===== src/rtl/iff_pkg.sv =====
// Shared constants, command and status types, and a character helper for the integer field formatter.
`timescale 1ns / 1ps

package iff_pkg;

	// Field limits
	localparam int MAX_WIDTH    = 63;
	localparam int DIGIT_BUFFER = 32;
	localparam int RESULT_LIMIT = 63;
	localparam int LINE_LIMIT   = (MAX_WIDTH < RESULT_LIMIT) ? MAX_WIDTH : RESULT_LIMIT;

	// Datapath sizes
	localparam int BIN_W      = 32;
	localparam int DEC_DIGITS = 10;
	localparam int BCD_W      = 4 * DEC_DIGITS;
	localparam int ND_W       = $clog2(DEC_DIGITS + 1);
	localparam int LEN_W      = 7;
	localparam int CNT_W      = $clog2(LINE_LIMIT + 1);
	localparam int IT_W       = $clog2(BIN_W);

	// Conversion codes
	localparam logic [2:0] CMD_DEC    = 3'd0;
	localparam logic [2:0] CMD_UNS    = 3'd1;
	localparam logic [2:0] CMD_HEX    = 3'd2;
	localparam logic [2:0] CMD_HEX_UP = 3'd3;
	localparam logic [2:0] CMD_PTR    = 3'd4;
	localparam logic [2:0] CMD_FAR    = 3'd5;

	// ASCII characters
	localparam logic [7:0] CH_SPACE   = 8'h20;
	localparam logic [7:0] CH_MINUS   = 8'h2D;
	localparam logic [7:0] CH_ZERO    = 8'h30;
	localparam logic [7:0] CH_COLON   = 8'h3A;
	localparam logic [7:0] CH_UPPER_A = 8'h41;
	localparam logic [7:0] CH_LOWER_A = 8'h61;
	localparam logic [7:0] CH_X       = 8'h78;

	// Length of the segment:offset field
	localparam int FAR_LEN = 13;

	// Controller to datapath commands
	typedef struct packed {
		logic load;
		logic step;
		logic count;
		logic plan;
		logic emit;
	} dp_cmd_t;

	// Datapath to controller status
	typedef struct packed {
		logic decimal;
		logic conv_last;
		logic empty;
		logic last;
	} dp_status_t;

	// Map one digit value to its ASCII character
	function automatic logic [7:0] hex_char(input logic [3:0] nib, input logic upper);
		logic [7:0] base;
		base = upper ? CH_UPPER_A : CH_LOWER_A;
		if (nib < 4'd10) begin
			return CH_ZERO + {4'b0000, nib};
		end
		return base + {4'b0000, nib} - 8'd10;
	endfunction

endpackage


===== src/rtl/iff_ctrl.sv =====
// Sequencing state machine of the integer field formatter.
`timescale 1ns / 1ps

module iff_ctrl (
	input  logic               clk,
	input  logic               arst_n,
	input  logic               start,
	output logic               busy,
	output iff_pkg::dp_cmd_t   cmd,
	input  iff_pkg::dp_status_t st
);

	typedef enum logic [4:0] {
		S_IDLE  = 5'b00001,
		S_CONV  = 5'b00010,
		S_COUNT = 5'b00100,
		S_PLAN  = 5'b01000,
		S_EMIT  = 5'b10000
	} state_t;

	state_t state_q;
	state_t state_d;

	// Hold off new items until the field is out
	assign busy = (state_q != S_IDLE);

	// Pick next state and issue datapath commands
	always_comb begin
		state_d = state_q;
		cmd     = '0;
		unique case (state_q)
			S_IDLE: begin
				if (start) begin
					cmd.load = 1'b1;
					state_d  = S_CONV;
				end
			end
			S_CONV: begin
				if (!st.decimal) begin
					state_d = S_COUNT;
				end else begin
					cmd.step = 1'b1;
					if (st.conv_last) begin
						state_d = S_COUNT;
					end
				end
			end
			S_COUNT: begin
				cmd.count = 1'b1;
				state_d   = S_PLAN;
			end
			S_PLAN: begin
				cmd.plan = 1'b1;
				state_d  = S_EMIT;
			end
			S_EMIT: begin
				cmd.emit = 1'b1;
				if (st.empty || st.last) begin
					state_d = S_IDLE;
				end
			end
			default: begin
				state_d = S_IDLE;
			end
		endcase
	end

	// Advance state
	always_ff @(posedge clk or negedge arst_n) begin
		if (!arst_n) begin
			state_q <= S_IDLE;
		end else begin
			state_q <= state_d;
		end
	end

endmodule


===== src/rtl/iff_datapath.sv =====
// Digit conversion, field layout and character output of the integer field formatter.
`timescale 1ns / 1ps

module iff_datapath (
	input  logic                clk,
	input  logic                arst_n,
	input  logic [2:0]          command,
	input  logic                is_long,
	input  logic [31:0]         value,
	input  logic [5:0]          field_width,
	input  logic [5:0]          digit_precision,
	input  logic                zero_fill,
	input  iff_pkg::dp_cmd_t    cmd,
	output iff_pkg::dp_status_t st,
	output logic                strobe,
	output logic [7:0]          character,
	output logic                last_char
);

	localparam int BIN_W  = iff_pkg::BIN_W;
	localparam int BCD_W  = iff_pkg::BCD_W;
	localparam int DIGITS = iff_pkg::DEC_DIGITS;
	localparam int ND_W   = iff_pkg::ND_W;
	localparam int LEN_W  = iff_pkg::LEN_W;
	localparam int CNT_W  = iff_pkg::CNT_W;
	localparam int IT_W   = iff_pkg::IT_W;

	// Item registers
	logic [2:0]        cmd_q;
	logic              long_q;
	logic [31:0]       value_q;
	logic [5:0]        width_q;
	logic [5:0]        prec_q;
	logic              zfill_q;
	logic              neg_q;
	logic              zero_q;
	logic              decimal_q;

	// Conversion registers
	logic [BIN_W-1:0]  bin_q;
	logic [BCD_W-1:0]  bcd_q;
	logic [IT_W-1:0]   it_q;
	logic [ND_W-1:0]   nd_q;

	// Layout registers
	logic [LEN_W-1:0]  b1_q;
	logic [LEN_W-1:0]  b2_q;
	logic [LEN_W-1:0]  b3_q;
	logic [ND_W-1:0]   nde_q;
	logic [CNT_W-1:0]  out_len_q;
	logic              ptr_q;
	logic              far_q;
	logic [CNT_W-1:0]  k_q;

	// Output registers
	logic              strobe_q;
	logic [7:0]        char_q;
	logic              last_q;

	// Decode the incoming item
	logic              neg_in;
	logic              decimal_in;
	logic [BIN_W-1:0]  mag_in;
	logic [15:0]       mag16;

	assign mag16      = value[15:0];
	assign decimal_in = (command == iff_pkg::CMD_DEC) || (command == iff_pkg::CMD_UNS);
	assign neg_in     = (command == iff_pkg::CMD_DEC) && (is_long ? value[31] : value[15]);

	always_comb begin
		if (command == iff_pkg::CMD_PTR) begin
			mag_in = {16'h0000, mag16};
		end else if (is_long) begin
			mag_in = neg_in ? (~value + 32'd1) : value;
		end else begin
			mag_in = {16'h0000, neg_in ? (~mag16 + 16'd1) : mag16};
		end
	end

	// Add three to every BCD digit of five or more before the shift
	logic [BCD_W-1:0] adj;
	always_comb begin
		for (int i = 0; i < DIGITS; i++) begin
			adj[4*i +: 4] = (bcd_q[4*i +: 4] >= 4'd5) ? (bcd_q[4*i +: 4] + 4'd3)
			                                          : bcd_q[4*i +: 4];
		end
	end

	// Count significant digits, at least one
	logic [ND_W-1:0] nd_c;
	always_comb begin
		nd_c = ND_W'(1);
		for (int i = 0; i < DIGITS; i++) begin
			if (bcd_q[4*i +: 4] != 4'd0) begin
				nd_c = ND_W'(i + 1);
			end
		end
	end

	// Lay out the field: spaces, sign or prefix, zeros, digits; P has a fixed segment:offset length
	logic              prec_given;
	logic              use_prec;
	logic              zp;
	logic [LEN_W-1:0]  prec_mag;
	logic [LEN_W-1:0]  pc;
	logic [LEN_W-1:0]  nd7;
	logic [LEN_W-1:0]  w7;
	logic [LEN_W-1:0]  md;
	logic [LEN_W-1:0]  lead;
	logic [LEN_W-1:0]  len;
	logic [LEN_W-1:0]  pad;
	logic [LEN_W-1:0]  sgn;
	logic [LEN_W-1:0]  pre;
	logic [LEN_W-1:0]  pfx;
	logic [LEN_W-1:0]  zeros;
	logic [LEN_W-1:0]  nde;
	logic [LEN_W-1:0]  total;
	logic              ptr_c;
	logic              far_c;

	assign prec_given = !prec_q[5];
	assign prec_mag   = {2'b00, prec_q[4:0]};
	assign pc         = (prec_mag > LEN_W'(iff_pkg::DIGIT_BUFFER)) ?
	                    LEN_W'(iff_pkg::DIGIT_BUFFER) : prec_mag;
	assign nd7        = LEN_W'(nd_q);
	assign w7         = {1'b0, width_q};
	assign use_prec   = decimal_q && prec_given;
	assign sgn        = {{(LEN_W-1){1'b0}}, neg_q};

	always_comb begin
		zp    = 1'b0;
		md    = '0;
		lead  = '0;
		len   = '0;
		pad   = '0;
		pre   = '0;
		pfx   = '0;
		zeros = '0;
		nde   = '0;
		total = '0;
		ptr_c = 1'b0;
		far_c = 1'b0;
		case (cmd_q) inside
			iff_pkg::CMD_DEC, iff_pkg::CMD_UNS, iff_pkg::CMD_HEX, iff_pkg::CMD_HEX_UP: begin
				nde   = (use_prec && (pc == '0) && zero_q) ? '0 : nd7;
				lead  = (use_prec && (pc > nd7)) ? (pc - nd7) : '0;
				zp    = zfill_q && !use_prec;
				len   = sgn + lead + nde;
				pad   = (w7 > len) ? (w7 - len) : '0;
				pre   = zp ? '0 : pad;
				pfx   = sgn;
				zeros = lead + (zp ? pad : '0);
				total = pre + pfx + zeros + nde;
			end
			iff_pkg::CMD_PTR: begin
				md    = (prec_given && (prec_q != 6'd0)) ? pc : LEN_W'(4);
				lead  = (md > nd7) ? (md - nd7) : '0;
				len   = LEN_W'(2) + nd7 + lead;
				pad   = (w7 > len) ? (w7 - len) : '0;
				pre   = pad;
				pfx   = LEN_W'(2);
				zeros = lead;
				nde   = nd7;
				total = pre + pfx + zeros + nde;
				ptr_c = 1'b1;
			end
			iff_pkg::CMD_FAR: begin
				total = LEN_W'(iff_pkg::FAR_LEN);
				far_c = 1'b1;
			end
			default: begin
				total = '0;
			end
		endcase
	end

	// Pick the character at the current output position
	logic [LEN_W-1:0] k7;
	logic [LEN_W-1:0] j;
	logic [LEN_W-1:0] pos;
	logic [3:0]       digit_w [DIGITS];
	logic [7:0]       char_c;
	logic             upper;
	logic             last_c;
	logic             empty;

	always_comb begin
		for (int i = 0; i < DIGITS; i++) begin
			digit_w[i] = bcd_q[4*i +: 4];
		end
	end

	assign k7    = {{(LEN_W-CNT_W){1'b0}}, k_q};
	assign j     = k7 - b3_q;
	assign pos   = LEN_W'(nde_q) - LEN_W'(1) - j;
	assign upper = (cmd_q == iff_pkg::CMD_HEX_UP) && long_q;

	always_comb begin
		char_c = iff_pkg::CH_SPACE;
		if (far_q) begin
			case (k_q)
				CNT_W'(0):  char_c = iff_pkg::CH_ZERO;
				CNT_W'(1):  char_c = iff_pkg::CH_X;
				CNT_W'(2):  char_c = iff_pkg::hex_char(value_q[31:28], 1'b0);
				CNT_W'(3):  char_c = iff_pkg::hex_char(value_q[27:24], 1'b0);
				CNT_W'(4):  char_c = iff_pkg::hex_char(value_q[23:20], 1'b0);
				CNT_W'(5):  char_c = iff_pkg::hex_char(value_q[19:16], 1'b0);
				CNT_W'(6):  char_c = iff_pkg::CH_COLON;
				CNT_W'(7):  char_c = iff_pkg::CH_ZERO;
				CNT_W'(8):  char_c = iff_pkg::CH_X;
				CNT_W'(9):  char_c = iff_pkg::hex_char(value_q[15:12], 1'b0);
				CNT_W'(10): char_c = iff_pkg::hex_char(value_q[11:8], 1'b0);
				CNT_W'(11): char_c = iff_pkg::hex_char(value_q[7:4], 1'b0);
				CNT_W'(12): char_c = iff_pkg::hex_char(value_q[3:0], 1'b0);
				default:    char_c = iff_pkg::CH_SPACE;
			endcase
		end else if (k7 < b1_q) begin
			char_c = iff_pkg::CH_SPACE;
		end else if (k7 < b2_q) begin
			if (ptr_q) begin
				char_c = (k7 == b1_q) ? iff_pkg::CH_ZERO : iff_pkg::CH_X;
			end else begin
				char_c = iff_pkg::CH_MINUS;
			end
		end else if (k7 < b3_q) begin
			char_c = iff_pkg::CH_ZERO;
		end else begin
			char_c = iff_pkg::hex_char(digit_w[pos[ND_W-1:0]], upper);
		end
	end

	assign last_c = ({1'b0, k_q} + (CNT_W+1)'(1)) == {1'b0, out_len_q};
	assign empty  = (out_len_q == '0);

	// Status to the controller
	assign st.decimal   = decimal_q;
	assign st.conv_last = (it_q == IT_W'(BIN_W - 1));
	assign st.empty     = empty;
	assign st.last      = last_c;

	// Load the item, shift the conversion, count digits, hold the layout, register each character
	always_ff @(posedge clk) begin
		if (cmd.load) begin
			cmd_q     <= command;
			long_q    <= is_long;
			value_q   <= value;
			width_q   <= field_width;
			prec_q    <= digit_precision;
			zfill_q   <= zero_fill;
			neg_q     <= neg_in;
			zero_q    <= (mag_in == '0);
			decimal_q <= decimal_in;
			bin_q     <= mag_in;
			bcd_q     <= decimal_in ? '0 : {{(BCD_W-BIN_W){1'b0}}, mag_in};
			it_q      <= '0;
		end
		if (cmd.step) begin
			bcd_q <= {adj[BCD_W-2:0], bin_q[BIN_W-1]};
			bin_q <= {bin_q[BIN_W-2:0], 1'b0};
			it_q  <= it_q + IT_W'(1);
		end
		if (cmd.count) begin
			nd_q <= nd_c;
		end
		if (cmd.plan) begin
			b1_q      <= pre;
			b2_q      <= pre + pfx;
			b3_q      <= pre + pfx + zeros;
			nde_q     <= nde[ND_W-1:0];
			out_len_q <= (total > LEN_W'(iff_pkg::LINE_LIMIT)) ?
			             CNT_W'(iff_pkg::LINE_LIMIT) : total[CNT_W-1:0];
			ptr_q     <= ptr_c;
			far_q     <= far_c;
			k_q       <= '0;
		end
		if (cmd.emit) begin
			char_q <= char_c;
			last_q <= last_c;
			k_q    <= k_q + CNT_W'(1);
		end
	end

	// Drive the result strobe
	always_ff @(posedge clk or negedge arst_n) begin
		if (!arst_n) begin
			strobe_q <= 1'b0;
		end else begin
			strobe_q <= cmd.emit && !empty;
		end
	end

	assign strobe    = strobe_q;
	assign character = char_q;
	assign last_char = last_q;

endmodule


===== src/rtl/integer_field_formatter.sv =====
// Top level of the integer field formatter: controller and datapath.
`timescale 1ns / 1ps

// Formats one integer conversion (d, u, x, X, p, P) into its ASCII characters, one
// character per cycle on character/last_char, each marked by strobe for exactly one
// cycle; the receiver cannot stall, so it must take every strobed character. An item
// is taken when start is high and busy is low. A decimal item first sends its
// magnitude through a bit-serial binary-to-BCD shift, one bit per cycle; every item
// then counts its digits, plans the layout and emits its N characters (at most 63).
// The final character of each field carries last_char; fields that produce no
// characters give no strobe at all.

module integer_field_formatter (
	input  logic              clk,
	input  logic              arst_n,
	input  logic              start,
	output logic              busy,
	input  logic [2:0]        command,
	input  logic              is_long,
	input  logic [31:0]       value,
	input  logic [5:0]        field_width,
	input  logic signed [5:0] digit_precision,
	input  logic              zero_fill,
	output logic              strobe,
	output logic [7:0]        character,
	output logic              last_char
);

	iff_pkg::dp_cmd_t    cmd;
	iff_pkg::dp_status_t st;

	// Sequence the item
	iff_ctrl u_ctrl (
		.clk    (clk),
		.arst_n (arst_n),
		.start  (start),
		.busy   (busy),
		.cmd    (cmd),
		.st     (st)
	);

	// Convert and emit the field
	iff_datapath u_datapath (
		.clk             (clk),
		.arst_n          (arst_n),
		.command         (command),
		.is_long         (is_long),
		.value           (value),
		.field_width     (field_width),
		.digit_precision (digit_precision),
		.zero_fill       (zero_fill),
		.cmd             (cmd),
		.st              (st),
		.strobe          (strobe),
		.character       (character),
		.last_char       (last_char)
	);

endmodule

===== config.mk =====
export PLATFORM = sky130hd
export DESIGN_NAME = integer_field_formatter
export DESIGN_NICKNAME = d
export VERILOG_FILES = /design/src/rtl/iff_pkg.sv /design/src/rtl/iff_ctrl.sv /design/src/rtl/iff_datapath.sv /design/src/rtl/integer_field_formatter.sv
export SDC_FILE = /design/constraint.sdc
export NUM_CORES = 1
export LEC_CHECK = 0
export ABC_AREA = 1
export BUFFER_PORTS_ARGS = -buffer_cell sky130_fd_sc_hd__buf_2
export CORE_UTILIZATION = 50
export CTS_BUF_LIST = sky130_fd_sc_hd__clkbuf_8
export DETAILED_ROUTE_END_ITERATION = 7
export PLACE_DENSITY = 0.64
export SKIP_CTS_REPAIR_TIMING = 1
export SLEW_MARGIN = 15
export SYNTH_ARGS = -nofsm -noshare
export SYNTH_HDL_FRONTEND = slang
export SYNTH_SLANG_ARGS = --single-unit

===== constraint.sdc =====
create_clock -name clk -period 18.09 [get_ports clk]
set_clock_uncertainty 0.1 [all_clocks]
set_input_delay 3.618 -clock clk [delete_from_list [all_inputs] [get_ports clk]]
set_output_delay 3.618 -clock clk [all_outputs]
set_load 0.03 [all_outputs]

Yosys cells after proc, flatten, opt, wreduce, memory -nomap -nowiden. Cells that the tools add are included.

Bits in registers: 187. Input bits: 52. Output and inout port bits: 11. Logic and storage cells: 314.

Add/sub/neg operators: 62. Order comparisons: 29. Equality and inequality tests: 31. Mux-type cells: 124. Bitwise logic cells: 3. Reductions and logical operators: 38.

Operators by type and width (count): 32-bit 2-to-1 mux (6); 8-bit 2-to-1 mux (23); 7-bit 2-to-1 mux (15); 8-bit case mux with 11 select lines (1); 40-bit 2-to-1 mux (2); 8-bit by 4-bit subtractor with 8-bit output, second input constant (9); 7-bit by 4-bit adder with 8-bit output, first input constant (8); 6-bit by 4-bit adder with 7-bit output, first input constant (9); 4-bit 2-to-1 mux (15); 7-bit adder (8); 4-bit by 3-bit greater-or-equal comparator with 1-bit output, second input constant (10); 1-bit 2-to-1 mux (39); 4-bit by 2-bit adder with 4-bit output, second input constant (9); 4-bit < comparator, second input constant (9); 4-bit nonzero test (9); 32-bit by 1-bit adder with 32-bit output, second input constant (1); 32-bit logical NOT (1); 32-bit NOT (1); 6-bit by 4-bit equality test with 1-bit output, second input constant (5); 5-bit 2-to-1 mux (6); 5-bit case mux with 5 select lines (1); 6-bit by 3-bit equality test with 1-bit output, second input constant (4); 6-bit 2-to-1 mux (4); 6-bit by 7-bit < comparator with 1-bit output (3); other kinds (55) (89).

Depth between registers and ports, before layout. Gate-level depths: netlist (run 1).

Depth in word-level cells: 17. Depth in mapped cells: 48. Depth with buffers taken out: 47.

Cells and area by module. From an unflattened synthesis (run 1), not the netlist that was laid out.

Cells, all modules: 1803. Area total of the unflattened synthesis: 14555.2 um^2.

Modules (own cells, without submodules): iff_datapath (times used 1, cells each 1762, area each 14229.9 um^2, sequential area each 5420.2 um^2); iff_ctrl (times used 1, cells each 41, area each 325.3 um^2, sequential area each 126.4 um^2).

Least setup slack after synthesis (run 1). OpenSTA, ideal clock, no wires.

Path type: register to register. Start: register u_datapath.nd_q[1]. End: register u_datapath.out_len_q[1] (data pin). Setup time: 0.268 ns. Arrival time: 6.365 ns. Required time: 17.722 ns. Slack: 11.357 ns. Stages on the path, launching flop included: 39. Path buffers: 1. Period minus slack after synthesis: 6.733 ns. Cell sequence: edfxtp_1 > inv_1 > ha_1 > nand4_1 > nor2_1 > nor2_1 > nand2_1 > nor2_1 > inv_1 > fa_1 > fa_1 > o21ai_0 > xnor2_1 > ha_1 > nand2_1 > inv_1 > nand4_1 > nand3_2 > [... 3 more ...] > buf_6 > nor3_1 > ha_1 > inv_1 > fa_1 > fa_1 > inv_1 > fa_1 > nand3_1 > nand2_1 > nand2_1 > nand2_1 > a21oi_1 > xnor2_1 > xnor2_1 > xor2_1 > nand2_1 > nand4_1.

Longest elaborated chain between the ends: 13. Elaborated cells between the ends (all ways): 30. Classes of those cells: add/sub (15); order compare (5); mux (9); reduce/logical (1).

RTL lines: from (decl) (line iff_datapath.sv:43) `logic [ND_W-1:0] nd_q;`; from (signal assigned) (line iff_datapath.sv:263) `nd_q <= nd_c;`; 7-bit by 4-bit greater-than comparator with 1-bit output (line iff_datapath.sv:146) `lead = (use_prec && (pc > nd7)) ? (pc - nd7) : '0;`; 1-bit logical AND (line iff_datapath.sv:146); 7-bit 2-to-1 mux (line iff_datapath.sv:146); 1-bit by 7-bit adder with 7-bit output (line iff_datapath.sv:148) `len = sgn + lead + nde;`; 7-bit adder (line iff_datapath.sv:148); 6-bit by 7-bit subtractor with 7-bit output or 6-bit by 7-bit greater-than comparator with 1-bit output (tied branches) (line iff_datapath.sv:149) `pad = (w7 > len) ? (w7 - len) : '0;`; 7-bit 2-to-1 mux (line iff_datapath.sv:149); 7-bit 2-to-1 mux (on tied branches) (line iff_datapath.sv:150, iff_datapath.sv:152); 7-bit by 1-bit adder with 7-bit output or 7-bit adder (tied branches) (line iff_datapath.sv:153, iff_datapath.sv:152); 7-bit adder (2 in a row) (line iff_datapath.sv:153) `total = pre + pfx + zeros + nde;`; 7-bit 2-to-1 mux * (line iff_datapath.sv:143) `case (cmd_q) inside`; 7-bit by 6-bit greater-than comparator with 1-bit output (line iff_datapath.sv:270) `out_len_q <= (total > LEN_W'(iff_pkg::LINE_LIMIT)) ?`; to (signal assigned) (line iff_datapath.sv:270); to (decl) (line iff_datapath.sv:50) `logic [CNT_W-1:0] out_len_q;`.

Every way passes the cells marked *; elsewhere a longest branch is shown, timed or not. A chain may end at the register's enable or synchronous reset.

Worst setup path in the final report (run 1).
Start: register u_datapath.nd_q[1]. End: register u_datapath.out_len_q[4] (data pin).

Same word-level chain as after synthesis.

==> impl_metrics.ini, run 1 <==
[cts]
cts_tree = built
cts_root_buffer = clkbuf_8
clk_transition_reported_paths_ns = 0.10
cts_num_sinks = 186
h-tree-depth = 4
cts_max_path_buffers = 2
tritoncts.num_buffers = 17
clk_latency_ns = 0.49

[grt]
grt_pass1_vias = 11300
grt_use_total_pct = 26.8
grt_max_degree = 78
overflow = 0
grt_pass1_wl_um = 59800
antenna_found_initial = 0

[floorplanning]
die_height_um = 171
rows = 61
initial_utilization_pct = 51.1
fp.coreArea_mm2 = 0.0279
die-area_mm2 = 0.0291
die_w_um = 171
ios = 63

[power]
swShare_pct = 46.6
powerDensity_mw_per_mm2 = 143
p_comb_share_pct = 54.6
intPower_mw = 1.17
pwr-share-clk_pct = 13.0
power.switching_mw = 1.02
ir_drop_v = 0.0000794
p_leak_nw = 6.99
power_frac_seq_pct = 32.4

[critical_path]
cpMaxStageDelayCell = edfxtp_1
slowest_delay_ns = 0.47
path_class = reg2reg
required_ns = 18.21
endpoint_kind = register
path_max_fanout = 11
worst_ep_arrival_time_ns = 7.71
start_kind = register
cpMostUsedCell = nand2_1

[worst_hold_path]
hp-class = reg2reg

[place]
port_buffers = 61
hpwl_um = 29800
gp_congestion = 0.937
place_ws_ns = 10.59
dp.cells = 2159

[detailed_routing]
routed_wl_um = 37400
vias_per_cell = 5.44
wl_per_cell_um = 17.1
ant_nets = 0
drc = 0
drt_iter0_markers = 817
drtPass1Iterations = 5
num_vias = 11900

[synthesis]
yosys.area.top_type = edfxtp_1
async_flop_share_pct = 3.23
synth_ff_type = edfxtp_1
synth_edf_count = 179
netlist_area_mm2 = 0.0142
synth_area_leaders = edfxtp_1 (38%), ha_1 (10%), nand2_1 (8.0%), inv_1 (7.8%), nor2_1 (5.1%)
ys_ff_latch = 186
yosys_warnings = 0
netlist-cell-type-count = 66
avgSynthCellArea_um2 = 8.17
postSynthCellCount = 1742
synth_top_area_share_pct = 37.8
ys_seq_area_share_pct = 39.0

[timing]
min_period_over_period_pct = 41.9
setup_viol = 0
rsz0062_at_grt = no
hold_viol = 0
layout_setup_ws_ns = 10.50
tns_ns = 0
fmax_mhz = 132
relSlewSlack_pct = 26.7
period_needed_ns = 7.59
worst_pin_slew_ns = 1.10
drv_slew = 0

[finish]
mostFrequentLayoutCells = nand2_1 (302), inv_1 (293), nor2_1 (191), edfxtp_1 (179), o21ai_0 (120)
nNetsFinal = 1991
syn_to_final_growth_pct = 7.67
drive_gt1_share_pct = 8.33
diodes = 0
fin_cells = 2191
final_common_cell = nand2_1

[outcome]
status = finished clean

[run]
drv_cap = 0
==> critical path: cells and delay by family (launching register included) <==
kind | cells | cell delay, ns
buffers and inverters | 4 | 0.55
AND/OR/NAND/NOR | 18 | 2.10
XOR/XNOR | 5 | 0.80
flip-flops | 1 | 0.47
AO/OA/AOI/OAI | 4 | 0.73
adder cells (fa/ha/maj) | 7 | 2.59
==> layout make-up <==
cell class	count	area, um2
flip-flops and latches	186	5550
fillers	2619	12500
clock inverters	15	166
well taps	378	473
multi-input cells	1225	7420
repair buffers	66	343
clock buffers	17	234
inverters	304	1140
==> metal layers <==
metal	wire, um	GRT usage (%)
met1	16900	35.2
met2	17600	44.9
met3	1400	2.43
met4	1530	12.1
met5	0	0
==> worst paths after layout <==
kind,cells past startpoint,to,from,slack [ns]
hold reg to reg,2,u_datapath.bin_q[0]$_SDFFE_PP0P_,u_datapath.bin_q[0]$_SDFFE_PP0P_,0.39
max in group asynchronous,1,u_ctrl.state_q[0]$_DFFE_PN1P_,arst_n,14.83
setup reg to reg,38,u_datapath.out_len_q[4]$_SDFFCE_PN1N_,u_datapath.nd_q[1]$_SDFFCE_PP1P_,10.50
setup / recovery,38,u_datapath.out_len_q[4]$_SDFFCE_PN1N_,u_datapath.nd_q[1]$_SDFFCE_PP1P_,10.50
min in group asynchronous,1,u_datapath.strobe$_DFF_PN0_,arst_n,2.83
hold / removal,2,u_datapath.bin_q[0]$_SDFFE_PP0P_,u_datapath.bin_q[0]$_SDFFE_PP0P_,0.39
==> power groups by stage <==
stage / sequential, mW / clock, mW / combinational (mW)
2_1_floorplan: 0.700 / 0 / 0.927
3_3_place_gp: 0.719 / 0 / 1.17
3_5_place_dp: 0.720 / 0 / 1.20
4_1_cts: 0.711 / 0.293 / 1.20
5_1_grt: 0.724 / 0.305 / 1.38
6_report: 0.711 / 0.286 / 1.20
==> through the flow <==
| step | total power [mW] | hold slack [ns] | utilization [%] | instance area (um2) |
|---|---|---|---|---|
| global placement | 1.89 | 0.363 | 53.6 | 14900 |
| floorplan | 1.63 | 0.349 | - | 14200 |
| detailed placement | 1.92 | 0.368 | 53.6 | 14900 |
| global route | 2.41 | 0.402 | 55.0 | 15300 |
| CTS | 2.21 | 0.383 | 55.0 | 15300 |
| finish | 2.20 | 0.386 | 55.0 | 15300 |
==> registers in the layout, indices dropped and copies added (netlist names), 7 cells and up <==
| name | cells |
|---|---|
| u_datapath.b1_q | 7 |
| u_datapath.b2_q | 7 |
| u_datapath.b3_q | 7 |
| u_datapath.bcd_q | 40 |
| u_datapath.bin_q | 32 |
| u_datapath.character | 7 |
| u_datapath.value_q | 32 |
==> synth_stat cells, types with 3 or more instances <==
library cell	number
o22ai_1	14
o221ai_1	7
nand3_1	90
inv_1	294
xor2_1	32
nand2_2	7
nor2_1	192
o32ai_1	13
nor2_2	4
o211ai_1	16
o21ai_0	120
a21o_1	5
a31oi_1	7
buf_2	8
fa_1	23
a21boi_0	4
edfxtp_1	179
o2bb2ai_1	3
nor4_1	7
ha_1	116
buf_4	4
and2_1	4
or2_2	7
clkbuf_1	14
dfrtp_1	5
nand2_1	304
inv_2	9
o21ai_1	13
a21oi_1	102
nand3b_1	7
xnor2_1	22
nand4_1	32
nor3_1	25
nand2_4	4
o31ai_1	3
nor2_4	3
a211oi_1	4
==> cell families after synthesis <==
group                      share of synthesized area, %
xor gates and xnor gates                           3.32
DFF                                                39.0
buffers and inverters                              9.06
and+or+nand+nor                                    21.6
other                                            0.0263
AOI/OAI and AO/OA                                  13.6
adders and majority gates                          13.4
No activity file was read; power rests on OpenSTA's default activity.
==> run 2: changes to the inputs <==
Settings changed: ABC_AREA 1 to 0.
Clock period 18.09 ns to 7.1 ns, I/O delays scaled along.
==> impl_metrics.ini, run 2 <==
[outcome]
status = complete, but fails checks
violations = setup timing

[detailed_routing]
num_vias = 10900
drtPass1Iterations = 6
drt_iter0_markers = 1021
routed_wl_um = 35300
drc = 0
vias_per_cell = 5.86
wl_per_cell_um = 18.9
ant_nets = 0

[finish]
largest_reg_flops = 40
utilization_pct = 57.2
syn_to_final_growth_pct = 11.7
drive_gt1_share_pct = 14.8
reg.largest.list = u_datapath.bcd_q: 40 flops, u_datapath.bin_q: 32 flops, u_datapath.value_q: 32 flops
nNetsFinal = 1702
final_common_cell = edfxtp_1
nFillCells = 2413
mostFrequentLayoutCells = edfxtp_1 (179), inv_1 (127), nor2_1 (124), ha_1 (107), nand2_1 (93)
diodes = 0
largest-register = u_datapath.bcd_q

[timing]
worst_pin_slew_ns = 1.01
min_period_over_period_pct = 100
rsz0062_at_grt = yes
setup_viol = 2
relSlewSlack_pct = 32.5
period_needed_ns = 7.12
drv_slew = 0
hold_viol = 0
layout_setup_ws_ns = -0.0236
fmax_mhz = 140

[synthesis]
ys_ff_latch = 186
netlist_top_cells_count = edfxtp_1 (179), inv_1 (132), nor2_1 (126)
synth_ff_type = edfxtp_1
synth_edf_count = 179
synth_top_area_share_pct = 38.8
yosys.area.top_type = edfxtp_1
async_flop_share_pct = 3.23
netlist-cell-type-count = 83
synth_area_leaders = edfxtp_1 (39%), ha_1 (10%), xnor2_1 (4.2%), inv_1 (3.6%), nor2_1 (3.4%)
netlist_area_mm2 = 0.0139
postSynthCellCount = 1414
yosys_warnings = 0
yosysMostFrequentCell = edfxtp_1
avgSynthCellArea_um2 = 9.80
ys_seq_area_share_pct = 40.0

[place]
port_buffers = 61
hpwl_um = 27400
gp_congestion = 0.992

[cts]
cts_tree = built
clk_latency_ns = 0.48
cts_max_path_buffers = 2
clk_transition_reported_paths_ns = 0.12
tritoncts.num_buffers = 17
h-tree-depth = 4
cts_num_sinks = 186
cts_root_buffer = clkbuf_8

[power]
powerDensity_mw_per_mm2 = 379
power_mw = 5.86
p_leak_nw = 6.25
ir_drop_v = 0.000358

[floorplanning]
die-area_mm2 = 0.0284
die_w_um = 168
fp.coreArea_mm2 = 0.0270
initial_utilization_pct = 51.3
rows = 60
ios = 63
die_height_um = 168

[grt]
grt_max_degree = 77
antenna_found_initial = 0
grt_pass1_vias = 10400
grt_pass1_wl_um = 55900
overflow = 0
grt_use_total_pct = 25.5

[critical_path]
worst_ep_arrival_time_ns = 7.22
slowest_delay_ns = 0.51
start_kind = register
r2r-end = u_datapath.out_len_q[5]$_SDFFCE_PN1N_
r2r_slack_ns = -0.02
cpMostUsedCell = fa_2
path_class = reg2reg
required_ns = 7.19
r2r_start = u_datapath.prec_q[1]$_DFFE_PP_
endpoint_kind = register
cpMaxStageDelayCell = fa_1
path_max_fanout = 6
rr_worst_depth = 30

[worst_hold_path]
hp-class = reg2reg
whs_endpoint = u_datapath.bin_q[0]$_SDFFE_PP0P_
holdPathStages = 2
min_from = u_datapath.bin_q[0]$_SDFFE_PP0P_

[run]
drv_cap = 0
-- run 2: through the flow --
step | hold WS [ns] | setup slack, ns | TNS (ns) | cells | area [um2]
6_report | 0.393 | -0.0236 | -0.0382 | 1865 | 15500
3_3_place_gp | 0.358 | 0.0695 | 0 | 1822 | 14800
3_5_place_dp | 0.375 | -0.0911 | -0.404 | 1822 | 14800
4_1_cts | 0.396 | -0.184 | -1.03 | 1854 | 15200
5_1_grt | 0.411 | -0.348 | -2.09 | 1865 | 15500
2_1_floorplan | 0.344 | 0.0169 | 0 | 1416 | 13900
-- run 2: routing by layer --
layer  global-route usage, %  share of wire (%)  vias to the layer above
met1                    36.9                 48                     5216
met4                    7.59                2.0                        0
met2                    39.2                 44                      340
met5                       0                  0                        -
met3                    4.35                5.7                       44
li1                        -                  -                     5338
-- run 2: worst max path at each step --
stage | endpoint | cells past startpoint | slack [ns] | start
floorplan | u_datapath.out_len_q[4]$_SDFFCE_PN1N_ | 36 | 0.02 | u_datapath.nd_q[1]$_SDFFCE_PP1P_
global placement | u_datapath.out_len_q[4]$_SDFFCE_PN1N_ | 34 | 0.07 | u_datapath.prec_q[1]$_DFFE_PP_
detailed placement | u_datapath.b3_q[6]$_DFFE_PN_ | 31 | -0.09 | u_datapath.prec_q[3]$_DFFE_PP_
CTS | u_datapath.out_len_q[4]$_SDFFCE_PN1N_ | 34 | -0.18 | u_datapath.prec_q[1]$_DFFE_PP_
global route | u_datapath.out_len_q[5]$_SDFFCE_PN1N_ | 32 | -0.35 | u_datapath.prec_q[3]$_DFFE_PP_
finish | u_datapath.out_len_q[5]$_SDFFCE_PN1N_ | 30 | -0.02 | u_datapath.prec_q[1]$_DFFE_PP_
-- run 2: cell type report --
cell class	count	area, um2	share of cell area, %
Tap cell	341	427	2.76
Clock inverter	15	159	1.03
Inverter	135	509	3.29
Timing Repair Buffer	111	681	4.40
Clock buffer	17	234	1.51
Multi-Input combinational cell	1060	7910	51.1
Sequential cell	186	5550	35.9
-- run 2: kinds of logic after synthesis --
kind of cell	after synthesis	synth area share (%)
AOI/OAI and AO/OA	354	16.2
muxes	21	2.25
buffers and inverters	170	4.68
and+or+nand+nor	430	15.8
xor gates and xnor gates	113	7.20
DFF	186	40.0
other	1	0.0271
adders and majority gates	139	13.8
-- run 2: critical path, delay by kind of cell (launching register included) --
family | cells | cell delay, ns
buffers and inverters | 3 | 0.19
DFF | 1 | 0.42
adders and majority gates | 8 | 2.81
xor gates and xnor gates | 3 | 0.48
and+or+nand+nor | 6 | 0.83
AOI/OAI and AO/OA | 10 | 2.01
-- run 2: report_power, final --
| part | internal, mW | switching, mW |
|---|---|---|
| logic | 1.41 | 1.90 |
| registers | 1.63 | 0.213 |
| clock network | 0.291 | 0.423 |
==> run 3: changes to the inputs <==
Settings changed: CELL_PAD_IN_SITES_DETAIL_PLACEMENT from default to 1, CELL_PAD_IN_SITES_GLOBAL_PLACEMENT from default to 1, PLACE_DENSITY 0.64 to 0.79.
==> impl_metrics.ini, run 3 (synthesized netlist as in run 2, its figures left out) <==
[run]
drv_cap = 0

[place]
gp_congestion = 0.920
place_ws_ns = -0.244
hpwl_um = 31800
port_buffers = 61

[finish]
drive_gt1_share_pct = 15.4
mostFrequentLayoutCells = edfxtp_1 (179), inv_1 (127), nor2_1 (123), ha_1 (105), nand2_1 (92)
largest-register = u_datapath.bcd_q
largest_reg_flops = 40
diodes = 0
final_common_cell = edfxtp_1
reg.largest.list = u_datapath.bcd_q: 40 flops, u_datapath.bin_q: 32 flops, u_datapath.value_q: 32 flops
nNetsFinal = 1705
syn_to_final_growth_pct = 12.0

[critical_path]
cpMostUsedCell = ha_1
path_buf_inv = 2
start_kind = register
endpoint_kind = register
path_class = reg2reg
worst_ep_arrival_time_ns = 7.31
required_ns = 7.23
path_delay_family = simple AND/OR/NAND/NOR gates
r2r_slack_ns = -0.08
path_max_fanout = 6
cpMaxStageDelayCell = or4_1
slowest_delay_ns = 0.55

[floorplanning]
fp.coreArea_mm2 = 0.0270
ios = 63
die-area_mm2 = 0.0284
initial_utilization_pct = 51.3
rows = 60
die_height_um = 168
die_w_um = 168

[timing]
rsz0062_at_grt = yes
fmax_mhz = 139
period_needed_ns = 7.18
drv_slew = 0
whs_ns = 0.421
relSlewSlack_pct = 31.2
min_period_over_period_pct = 101
hold_viol = 0
layout_setup_ws_ns = -0.0825
setup_viol = 6
worst_pin_slew_ns = 1.03

[grt]
grt_pass1_vias = 11700
grt_pass1_wl_um = 63400
overflow = 0
grt_use_total_pct = 29.0
grt_max_degree = 77
antenna_found_initial = 1

[cts]
h-tree-depth = 4
cts_num_sinks = 186
tritoncts.num_buffers = 17
cts_max_path_buffers = 2
clk_transition_reported_paths_ns = 0.12
clk_latency_ns = 0.50
cts_tree = built
cts_root_buffer = clkbuf_8

[detailed_routing]
ant_nets = 0
drt_iter0_markers = 914
wl_per_cell_um = 22.0
drc = 0
vias_per_cell = 6.15
num_vias = 11500
drtPass1Iterations = 5
routed_wl_um = 41100

[power]
ir_drop_v = 0.000267
power_mw = 6.07
p_leak_nw = 6.27
powerDensity_mw_per_mm2 = 392

[worst_hold_path]
hp-class = reg2reg

[outcome]
violations = setup timing
status = complete, but fails checks
==> run 3: cell count changes in the layout (fill, tap and decap cells not counted), moves of 2 or more <==
cell	delta
a21oi_1	-2
inv_6	+2
ha_1	-2
ha_2	+2
or4_1	+2
or4_4	-2
clkinv_4	-2
buf_4	+3
==> run 3: routing by layer <==
metal  GRT usage [%]  vias to the layer above  share of wire (%)
met5               0                        -                  0
met4            9.53                        0                2.3
met3            3.20                       66                4.7
met2            48.7                      314                 48
met1            39.2                     5778                 45
li1                -                     5336                  -
==> run 3: cell type report <==
type,count,area [um2]
fillers,3085,11500
multi-input cells,1060,7940
flip-flops and latches,186,5550
repair buffers,114,703
inverters,135,509
well taps,341,427
clock buffers,17,234
clock inverters,15,150
==> run 3: worst paths after layout <==
kind	startpoint	to	cells after the start
min	u_datapath.bin_q[0]$_SDFFE_PP0P_	u_datapath.bin_q[0]$_SDFFE_PP0P_	2
max reg2reg	u_datapath.prec_q[3]$_DFFE_PP_	u_datapath.out_len_q[4]$_SDFFCE_PN1N_	27
min in group asynchronous	arst_n	u_ctrl.state_q[2]$_DFFE_PN0P_	1
max	u_datapath.prec_q[3]$_DFFE_PP_	u_datapath.out_len_q[4]$_SDFFCE_PN1N_	27
max in group asynchronous	arst_n	u_ctrl.state_q[0]$_DFFE_PN1P_	1
min reg2reg	u_datapath.bin_q[0]$_SDFFE_PP0P_	u_datapath.bin_q[0]$_SDFFE_PP0P_	2
==> run 3: report_power, final <==
part / internal [mW] / switching, mW
sequential: 1.63 / 0.227
clock: 0.264 / 0.473
combinational: 1.45 / 2.03
total: 3.34 / 2.73
==> run 3: stage by stage <==
stage	cell area, um2	util, %	cells	setup TNS (ns)
2_1_floorplan	13900	-	1416	0
3_3_place_gp	14800	54.8	1823	0
3_5_place_dp	14800	54.8	1823	-0.968
4_1_cts	15200	56.2	1855	-1.44
5_1_grt	15500	57.4	1868	-2.32
6_report	15500	57.4	1868	-0.333
==> run 3: tightest hold or removal path, delay by kind of cell, from the launching register on <==
family | cells | cell delay, ns
flops | 1 | 0.34
compound gates | 1 | 0.07
simple gates | 1 | 0.06
